## src/rtl/serial_frame_receiver_crc16_assert.svh

```systemverilog
// ----------------------------------------------------------------------------
// Assertion macros for the serial frame receiver
// Shared concurrent assertion forms, clocked on clk and disabled in reset.
// ----------------------------------------------------------------------------
`ifndef SERIAL_FRAME_RECEIVER_CRC16_ASSERT_SVH
`define SERIAL_FRAME_RECEIVER_CRC16_ASSERT_SVH

// Same-cycle implication
`define SFRC_ASSERT_NOW(lbl, cond, expr, msg) \
  lbl: assert property (@(posedge clk) disable iff (!rst_n) (cond) |-> (expr)) \
    else $error(msg);

// Next-cycle implication
`define SFRC_ASSERT_NEXT(lbl, cond, expr, msg) \
  lbl: assert property (@(posedge clk) disable iff (!rst_n) (cond) |=> (expr)) \
    else $error(msg);

`endif

```

## src/rtl/sfrc_pkg.sv

```systemverilog
// ----------------------------------------------------------------------------
// sfrc_pkg
// Types and constants shared by the serial frame receiver modules.
// ----------------------------------------------------------------------------
package sfrc_pkg;

  localparam int unsigned BYTE_W   = 8;
  localparam int unsigned CRC_W    = 16;
  localparam int unsigned POS_W    = 9;
  localparam int unsigned CFG_IDX_W = 1;

  localparam logic [CRC_W-1:0]  CRC_INIT = 16'hFFFF;
  localparam logic [CRC_W-1:0]  CRC_POLY = 16'hA001;
  localparam logic [BYTE_W-1:0] HEADER_FIRST_RST  = 8'h55;
  localparam logic [BYTE_W-1:0] HEADER_SECOND_RST = 8'hBB;

  // Result kinds
  typedef enum logic [2:0] {
    KIND_FRAMING = 3'd0,
    KIND_PAYLOAD = 3'd1,
    KIND_GOOD    = 3'd2,
    KIND_BAD     = 3'd3,
    KIND_REJECT  = 3'd4
  } kind_t;

  // Configuration register indexes
  typedef enum logic [CFG_IDX_W-1:0] {
    REG_HEADER_FIRST  = 1'b0,
    REG_HEADER_SECOND = 1'b1
  } cfg_reg_t;

endpackage

```

## src/rtl/sfrc_crc_byte.sv

```systemverilog
// ----------------------------------------------------------------------------
// sfrc_crc_byte
// CRC-16/MODBUS update by one byte, reflected, all eight bit steps in one pass.
// ----------------------------------------------------------------------------
module sfrc_crc_byte (
  input  logic [sfrc_pkg::CRC_W-1:0]  crc_in,
  input  logic [sfrc_pkg::BYTE_W-1:0] data_in,
  output logic [sfrc_pkg::CRC_W-1:0]  crc_out
);
  import sfrc_pkg::*;

  // Fold the byte in, then shift out eight bits LSB first
  always_comb begin
    logic [CRC_W-1:0] c;
    c = crc_in ^ {{(CRC_W-BYTE_W){1'b0}}, data_in};
    for (int i = 0; i < BYTE_W; i++) begin
      if (c[0]) begin
        c = (c >> 1) ^ CRC_POLY;
      end else begin
        c = c >> 1;
      end
    end
    crc_out = c;
  end

endmodule

```

## src/rtl/serial_frame_receiver_crc16.sv

```systemverilog
// ----------------------------------------------------------------------------
// serial_frame_receiver_crc16
// Length-prefixed frame receiver with CRC-16/MODBUS check, one byte per item.
// ----------------------------------------------------------------------------
// Takes one received byte per item and returns exactly one result item for it:
// framing byte taken, payload byte (with its index, last flag and frame
// length), frame good, CRC mismatch, or header byte rejected. A frame is two
// header bytes (cfg index 0 and 1, reset 0x55 and 0xBB), a length byte, that
// many payload bytes, then the CRC sent low byte first; the CRC covers header,
// length and payload. Throughput is one item per clock while the result channel
// does not stall; an accepted item passes through the input register, then the
// result register, and the per-cycle limit is the combinational CRC byte update.
// Configure the header registers only while the block is idle.
module serial_frame_receiver_crc16 (
  input  logic                         clk,
  input  logic                         rst_n,
  // configuration
  input  logic                         cfg_we,
  input  logic [sfrc_pkg::CFG_IDX_W-1:0] cfg_index,
  input  logic [sfrc_pkg::BYTE_W-1:0]  cfg_wdata,
  // input channel
  input  logic                         in_valid,
  output logic                         in_stall,
  input  logic [sfrc_pkg::BYTE_W-1:0]  in_byte,
  // result channel
  output logic                         out_valid,
  input  logic                         out_stall,
  output logic [2:0]                   out_kind,
  output logic [sfrc_pkg::BYTE_W-1:0]  out_data_byte,
  output logic [sfrc_pkg::BYTE_W-1:0]  out_byte_index,
  output logic                         out_is_last_payload,
  output logic [sfrc_pkg::BYTE_W-1:0]  out_frame_length
);
  import sfrc_pkg::*;
  `include "serial_frame_receiver_crc16_assert.svh"

  // Configuration registers
  logic [BYTE_W-1:0] hdr_first_r;
  logic [BYTE_W-1:0] hdr_second_r;

  // Input register
  logic              in_vld_r;
  logic [BYTE_W-1:0] byte_r;

  // Frame state
  logic [POS_W-1:0]  pos_r,    pos_nxt;
  logic [BYTE_W-1:0] len_r,    len_nxt;
  logic [CRC_W-1:0]  crc_r,    crc_nxt;
  logic [BYTE_W-1:0] crc_lo_r, crc_lo_nxt;

  // Result register
  logic              out_vld_r;
  kind_t             kind_r,   kind_nxt;
  logic [BYTE_W-1:0] data_r,   data_nxt;
  logic [BYTE_W-1:0] idx_r,    idx_nxt;
  logic              last_r,   last_nxt;
  logic [BYTE_W-1:0] flen_r,   flen_nxt;

  logic              advance;
  logic [CRC_W-1:0]  crc_fed;
  logic [POS_W-1:0]  end_pos;
  logic [POS_W-1:0]  pay_off;
  logic [BYTE_W-1:0] want;
  logic [CRC_W-1:0]  crc_got;

  // Move the held item into the result register when it is free or draining
  assign advance  = in_vld_r && (!out_vld_r || !out_stall);
  assign in_stall = in_vld_r && !advance;

  // Write configuration registers
  always_ff @(posedge clk) begin
    if (!rst_n) begin
      hdr_first_r  <= HEADER_FIRST_RST;
      hdr_second_r <= HEADER_SECOND_RST;
    end else if (cfg_we) begin
      unique case (cfg_reg_t'(cfg_index))
        REG_HEADER_FIRST:  hdr_first_r  <= cfg_wdata;
        REG_HEADER_SECOND: hdr_second_r <= cfg_wdata;
        default: ;
      endcase
    end
  end

  // Capture the input item
  always_ff @(posedge clk) begin
    if (!rst_n) begin
      in_vld_r <= 1'b0;
    end else if (!in_stall) begin
      in_vld_r <= in_valid;
    end
  end

  always_ff @(posedge clk) begin
    if (!in_stall && in_valid) begin
      byte_r <= in_byte;
    end
  end

  sfrc_crc_byte u_crc (
    .crc_in  (crc_r),
    .data_in (byte_r),
    .crc_out (crc_fed)
  );

  assign end_pos = {1'b0, len_r} + POS_W'(3);
  assign pay_off = pos_r - POS_W'(3);
  assign want    = (pos_r == POS_W'(0)) ? hdr_first_r : hdr_second_r;
  assign crc_got = {byte_r, crc_lo_r};

  // Decode the byte against the frame position
  always_comb begin
    pos_nxt    = pos_r;
    len_nxt    = len_r;
    crc_nxt    = crc_r;
    crc_lo_nxt = crc_lo_r;
    kind_nxt   = KIND_FRAMING;
    data_nxt   = '0;
    idx_nxt    = '0;
    last_nxt   = 1'b0;
    flen_nxt   = '0;
    priority if (pos_r == POS_W'(0) || pos_r == POS_W'(1)) begin
      if (byte_r == want) begin
        crc_nxt = crc_fed;
        pos_nxt = pos_r + POS_W'(1);
      end else begin
        kind_nxt   = KIND_REJECT;
        pos_nxt    = '0;
        len_nxt    = '0;
        crc_nxt    = CRC_INIT;
        crc_lo_nxt = '0;
      end
    end else if (pos_r == POS_W'(2)) begin
      len_nxt  = byte_r;
      crc_nxt  = crc_fed;
      flen_nxt = byte_r;
      pos_nxt  = POS_W'(3);
    end else if (pos_r < end_pos) begin
      kind_nxt = KIND_PAYLOAD;
      data_nxt = byte_r;
      idx_nxt  = pay_off[BYTE_W-1:0];
      last_nxt = (pos_r + POS_W'(1)) == end_pos;
      flen_nxt = len_r;
      crc_nxt  = crc_fed;
      pos_nxt  = pos_r + POS_W'(1);
    end else if (pos_r == end_pos) begin
      crc_lo_nxt = byte_r;
      flen_nxt   = len_r;
      pos_nxt    = pos_r + POS_W'(1);
    end else begin
      kind_nxt   = (crc_got == crc_r) ? KIND_GOOD : KIND_BAD;
      flen_nxt   = len_r;
      pos_nxt    = '0;
      len_nxt    = '0;
      crc_nxt    = CRC_INIT;
      crc_lo_nxt = '0;
    end
  end

  // Advance frame state
  always_ff @(posedge clk) begin
    if (!rst_n) begin
      pos_r    <= '0;
      len_r    <= '0;
      crc_r    <= CRC_INIT;
      crc_lo_r <= '0;
    end else if (advance) begin
      pos_r    <= pos_nxt;
      len_r    <= len_nxt;
      crc_r    <= crc_nxt;
      crc_lo_r <= crc_lo_nxt;
    end
  end

  // Hold or load the result item
  always_ff @(posedge clk) begin
    if (!rst_n) begin
      out_vld_r <= 1'b0;
    end else if (advance) begin
      out_vld_r <= 1'b1;
    end else if (!out_stall) begin
      out_vld_r <= 1'b0;
    end
  end

  always_ff @(posedge clk) begin
    if (advance) begin
      kind_r <= kind_nxt;
      data_r <= data_nxt;
      idx_r  <= idx_nxt;
      last_r <= last_nxt;
      flen_r <= flen_nxt;
    end
  end

  assign out_valid           = out_vld_r;
  assign out_kind            = kind_r;
  assign out_data_byte       = data_r;
  assign out_byte_index      = idx_r;
  assign out_is_last_payload = last_r;
  assign out_frame_length    = flen_r;

  // Checks
  `SFRC_ASSERT_NOW(a_nonpayload_clear,
    out_vld_r && kind_r != KIND_PAYLOAD,
    data_r == '0 && idx_r == '0 && !last_r,
    "non-payload result carries payload fields")
  `SFRC_ASSERT_NOW(a_last_matches_len,
    out_vld_r && last_r,
    kind_r == KIND_PAYLOAD && (idx_r + BYTE_W'(1)) == flen_r,
    "last flag disagrees with frame length")
  `SFRC_ASSERT_NEXT(a_end_rehunts,
    advance && (kind_nxt == KIND_GOOD || kind_nxt == KIND_BAD || kind_nxt == KIND_REJECT),
    pos_r == '0 && crc_r == CRC_INIT && len_r == '0,
    "state not returned to hunting after frame end or reject")
  `SFRC_ASSERT_NOW(a_pos_bound,
    1'b1,
    pos_r <= end_pos + POS_W'(1),
    "frame position beyond CRC high byte")

endmodule

```

## config.mk

```make
export PLATFORM = sky130hd
export DESIGN_NAME = serial_frame_receiver_crc16
export DESIGN_NICKNAME = d
export VERILOG_FILES = /design/src/rtl/sfrc_pkg.sv /design/src/rtl/sfrc_crc_byte.sv /design/src/rtl/serial_frame_receiver_crc16.sv
export VERILOG_INCLUDE_DIRS = /design/src /design/src/rtl
export SDC_FILE = /design/constraint.sdc
export NUM_CORES = 1
export LEC_CHECK = 0
export BUFFER_PORTS_ARGS = -buffer_cell sky130_fd_sc_hd__buf_2
export CAP_MARGIN = 10
export CORE_ASPECT_RATIO = 0.7
export CORE_UTILIZATION = 55
export DETAILED_ROUTE_END_ITERATION = 12
export HOLD_SLACK_MARGIN = 0.03
export PLACE_DENSITY = 0.75
export SETUP_SLACK_MARGIN = 0.05
export SYNTH_ARGS = -nofsm -noshare
export SYNTH_HDL_FRONTEND = slang
export SYNTH_SLANG_ARGS = --single-unit
```

## constraint.sdc

```tcl
create_clock -name clk -period 3.6 [get_ports clk]
set_clock_uncertainty 0.1 [all_clocks]
set_input_delay 0.18 -clock clk [delete_from_list [all_inputs] [get_ports clk]]
set_output_delay 0.18 -clock clk [all_outputs]
set_load 0.01 [all_outputs]
```

==> flow_metrics.tcl <==
set metrics [dict create \
    cp_cell_sequence "inv_1 -> ha_1 -> or4b_1 -> nor2_4 -> mux2_2 -> o22ai_1 -> o41a_1 -> nand2_1 -> a32o_1" \
    clkLatencyLatePin_ns 0.35 \
    routabilityCongestion 0.891 \
    power_frac_seq 0.495 \
    synth_enable_flop_cells 36 \
    slowest_delay_ns 0.55 \
    cp_slowest_cell "or4b_1" \
    first_pass_iters 5 \
    cts.path.max_buffers 2 \
    setup_viol 0 \
    hold_path_startpoint "cfg_we" \
    layout-drive-gt1-share 0.147 \
    ys.flop_type "dfxtp_1" \
    drt_iter0_drc 384 \
    cp_data_arrival_time_ns 3.50 \
    clock_power_share 0.371 \
    timing.final.crit_share 0.933 \
    rsz0062_at_grt "no" \
    ys_ff_latch 95 \
    min-delay-path-class "in2reg" \
    nets 621 \
    synth_most_common_cell "dfxtp_1" \
    path_max_fanout 10 \
    diodes 0 \
    fill_cells 680 \
    ys.warnings.count 0 \
    yosysSeqAreaShare 0.458 \
    clk_pin_slew_ns 0.07 \
    antenna_found_initial 0 \
    route.detailed.drc 0 \
    track_usage 0.277 \
    min_to "hdr_second_r[6]" \
    vias 4192 \
    status "complete, no violations" \
    io_pins 52 \
    die_area_mm2 0.00937 \
    portBuffers 51 \
    drtAntennaViolNets 0 \
    crit_required_ns 3.74 \
    grt_first_pass_wirelength_um 19600 \
    cp-end-kind "register" \
    synth.distinct_cells 52 \
    cts_root_buf "clkbuf_16" \
    setup_tns_ns 0 \
    cts_buffers 9 \
    combPwrFrac 0.134 \
    multi_input_area_mm2 0.00245 \
    grt_max_degree 37 \
    power_density_mw_per_mm2 421 \
    synth_area_per_cell_um2 9.37 \
    worstMarginPinSlew_ns 0.723 \
    area_delta_synth_final_pct 16.5 \
    routedWlPerCell_um 17.3 \
    coreArea_mm2 0.00858 \
    min_period_ns 3.36 \
    maxSlewHeadroom 0.517 \
    yosys.area.top_type_share 0.239 \
    cts_max_level 3 \
    swShare 0.258 \
    syn_area_mm2 0.00494 \
    fin_hold_ws_ns 0.191 \
    whs_path_depth 4 \
    routed_via_density 5.90 \
    power_switching_mw 0.625 \
    yosys-top-cells-count "59 x dfxtp_1, 52 x nand2_1, 48 x xnor2_1, 47 x nor2_1, 36 x edfxtp_1" \
    r2r_setup_slack_ns 0.24 \
    synth_cells 527 \
    finalHoldViolations 0 \
    cts_sinks 95 \
    fmax_ghz 0.298 \
    dp_hpwl_um 8570 \
    start_util 0.576 \
    timing.rr.end "crc_lo_r[7]" \
    seqCellArea_mm2 0.00226 \
    overflow 0 \
    maxCapViolations 0 \
    rr_startpoint "pos_r[0]" \
    drv_slew 0 \
    fp.dieW_um 115 \
    p_int_mw 1.80 \
    yosysTopAreaCell "dfxtp_1" \
    synthArstFlopShare 0 \
    critPathKind "reg2reg" \
    syn-num-nets 563 \
    p_leak_nw 2.24 \
    synth.area.top_cells "dfxtp_1 24%, edfxtp_1 22%, xnor2_1 8.5%" \
    drt-total-wl_um 12300 \
    die_y_um 81.3 \
    rr_worst_depth 9 \
    peakVddDrop_mv 0.350 \
    num_rows 28 \
    cp-start-kind "register" \
    grt_pass1_vias 3763 \
    startpoint "pos_r[0]" \
    cts_tree "done" \
]
timing repair:
| item | in CTS | in global routing |
|---|---|---|
| setup endpoints to repair | 0 | 9 |
| hold buffers | 18 | 0 |
| gates resized for setup | 0 | 1 |
| hold endpoints to repair | 26 | 0 |
| buffers inserted | 0 | 0 |
cells in the final DEF (no fill, tap or decap), types with 3 or more instances in the layout:
cell type       n
nor3_1          7
o21a_1          3
nor2_1         47
nand2_1        52
a221oi_1        3
dlygate4sd3_1  18
dfxtp_1        59
nand4_1        17
a32o_1          8
a22o_1          6
nor4_1         18
xor2_1         18
a21oi_1        24
buf_4          15
clkbuf_16       9
o21ai_0        31
xnor2_1        48
edfxtp_1       36
o211ai_1        6
and3_1         15
nor2b_1         5
and2_1          5
buf_2          51
o21ai_1         3
nand3_1        11
ha_1           14
o221ai_1        3
nand2b_1        3
clkbuf_1        3
inv_1          17
cells by family after synthesis:
kind of cell | Yosys count | share of synthesized area
AO/OA/AOI/OAI | 103 | 0.141
XOR/XNOR | 66 | 0.117
adder cells (fa/ha/maj) | 14 | 0.0355
buffers and inverters | 54 | 0.0469
flip-flops | 95 | 0.458
multiplexers | 3 | 0.00633
AND/OR/NAND/NOR | 192 | 0.196
final cells by class:
cell class                 count  share of cell area
multi-input combinational    378               0.426
sequential                    95               0.393
timing repair buffer          84              0.0952
clock buffer                  14              0.0459
tap                          120              0.0261
inverter                      17              0.0111
clock inverter                 2             0.00261
how the worst max path moves through the flow:
stage	endpoint	slack, ns	cells after the start
2_1_floorplan	crc_lo_r[3]	0.73	10
3_3_place_gp	crc_lo_r[3]	0.48	9
3_5_place_dp	crc_lo_r[7]	0.28	9
4_1_cts	crc_lo_r[7]	0.26	9
5_1_grt	pos_r[3]	0.07	11
6_report	crc_lo_r[7]	0.24	9
per-layer routing:
layer,share of wire,up-vias,track usage
met2,0.45,204,0.440
met5,0,-,0
met4,0.013,0,0.0740
met3,0.080,17,0.0590
li1,-,1996,-
met1,0.46,1975,0.385
stage by stage:
step	area, um^2	total power, mW	setup WS, ns	std cells	util
floorplan	4940	1.43	0.727	527	-
global placement	5290	1.51	0.477	676	0.616
detailed placement	5290	1.52	0.280	676	0.616
CTS	5750	2.42	0.265	710	0.670
global route	5760	2.51	0.0696	710	0.671
finish	5760	2.43	0.241	710	0.671
critical path, delay by kind of cell (launching register included):
family,cells,cell delay (ns)
fa+ha+maj,1,0.28
compound gates,3,1.05
simple gates,3,0.97
flops,1,0.36
buf+inv,1,0.15
mux,1,0.34
power by group through the flow:
stage / Clock, mW / Sequential, mW / Combinational [mW]
after detailed placement: 0 / 1.22 / 0.300
after floorplan: 0 / 1.21 / 0.216
final: 0.901 / 1.20 / 0.324
after global routing: 0.950 / 1.21 / 0.353
after CTS: 0.904 / 1.20 / 0.318
after global placement: 0 / 1.22 / 0.292
sequential cells by signal, indices dropped and copies added (netlist names):
| signal | count |
|---|---|
| len_r | 8 |
| hdr_first_r | 8 |
| out_kind | 3 |
| out_frame_length | 8 |
| out_is_last_payload | 1 |
| out_data_byte | 8 |
| crc_lo_r | 8 |
| hdr_second_r | 8 |
| out_valid | 1 |
| crc_r | 16 |
| pos_r | 9 |
| out_byte_index | 8 |
| in_vld_r | 1 |
| byte_r | 8 |
(Power assumes the default switching activity.)
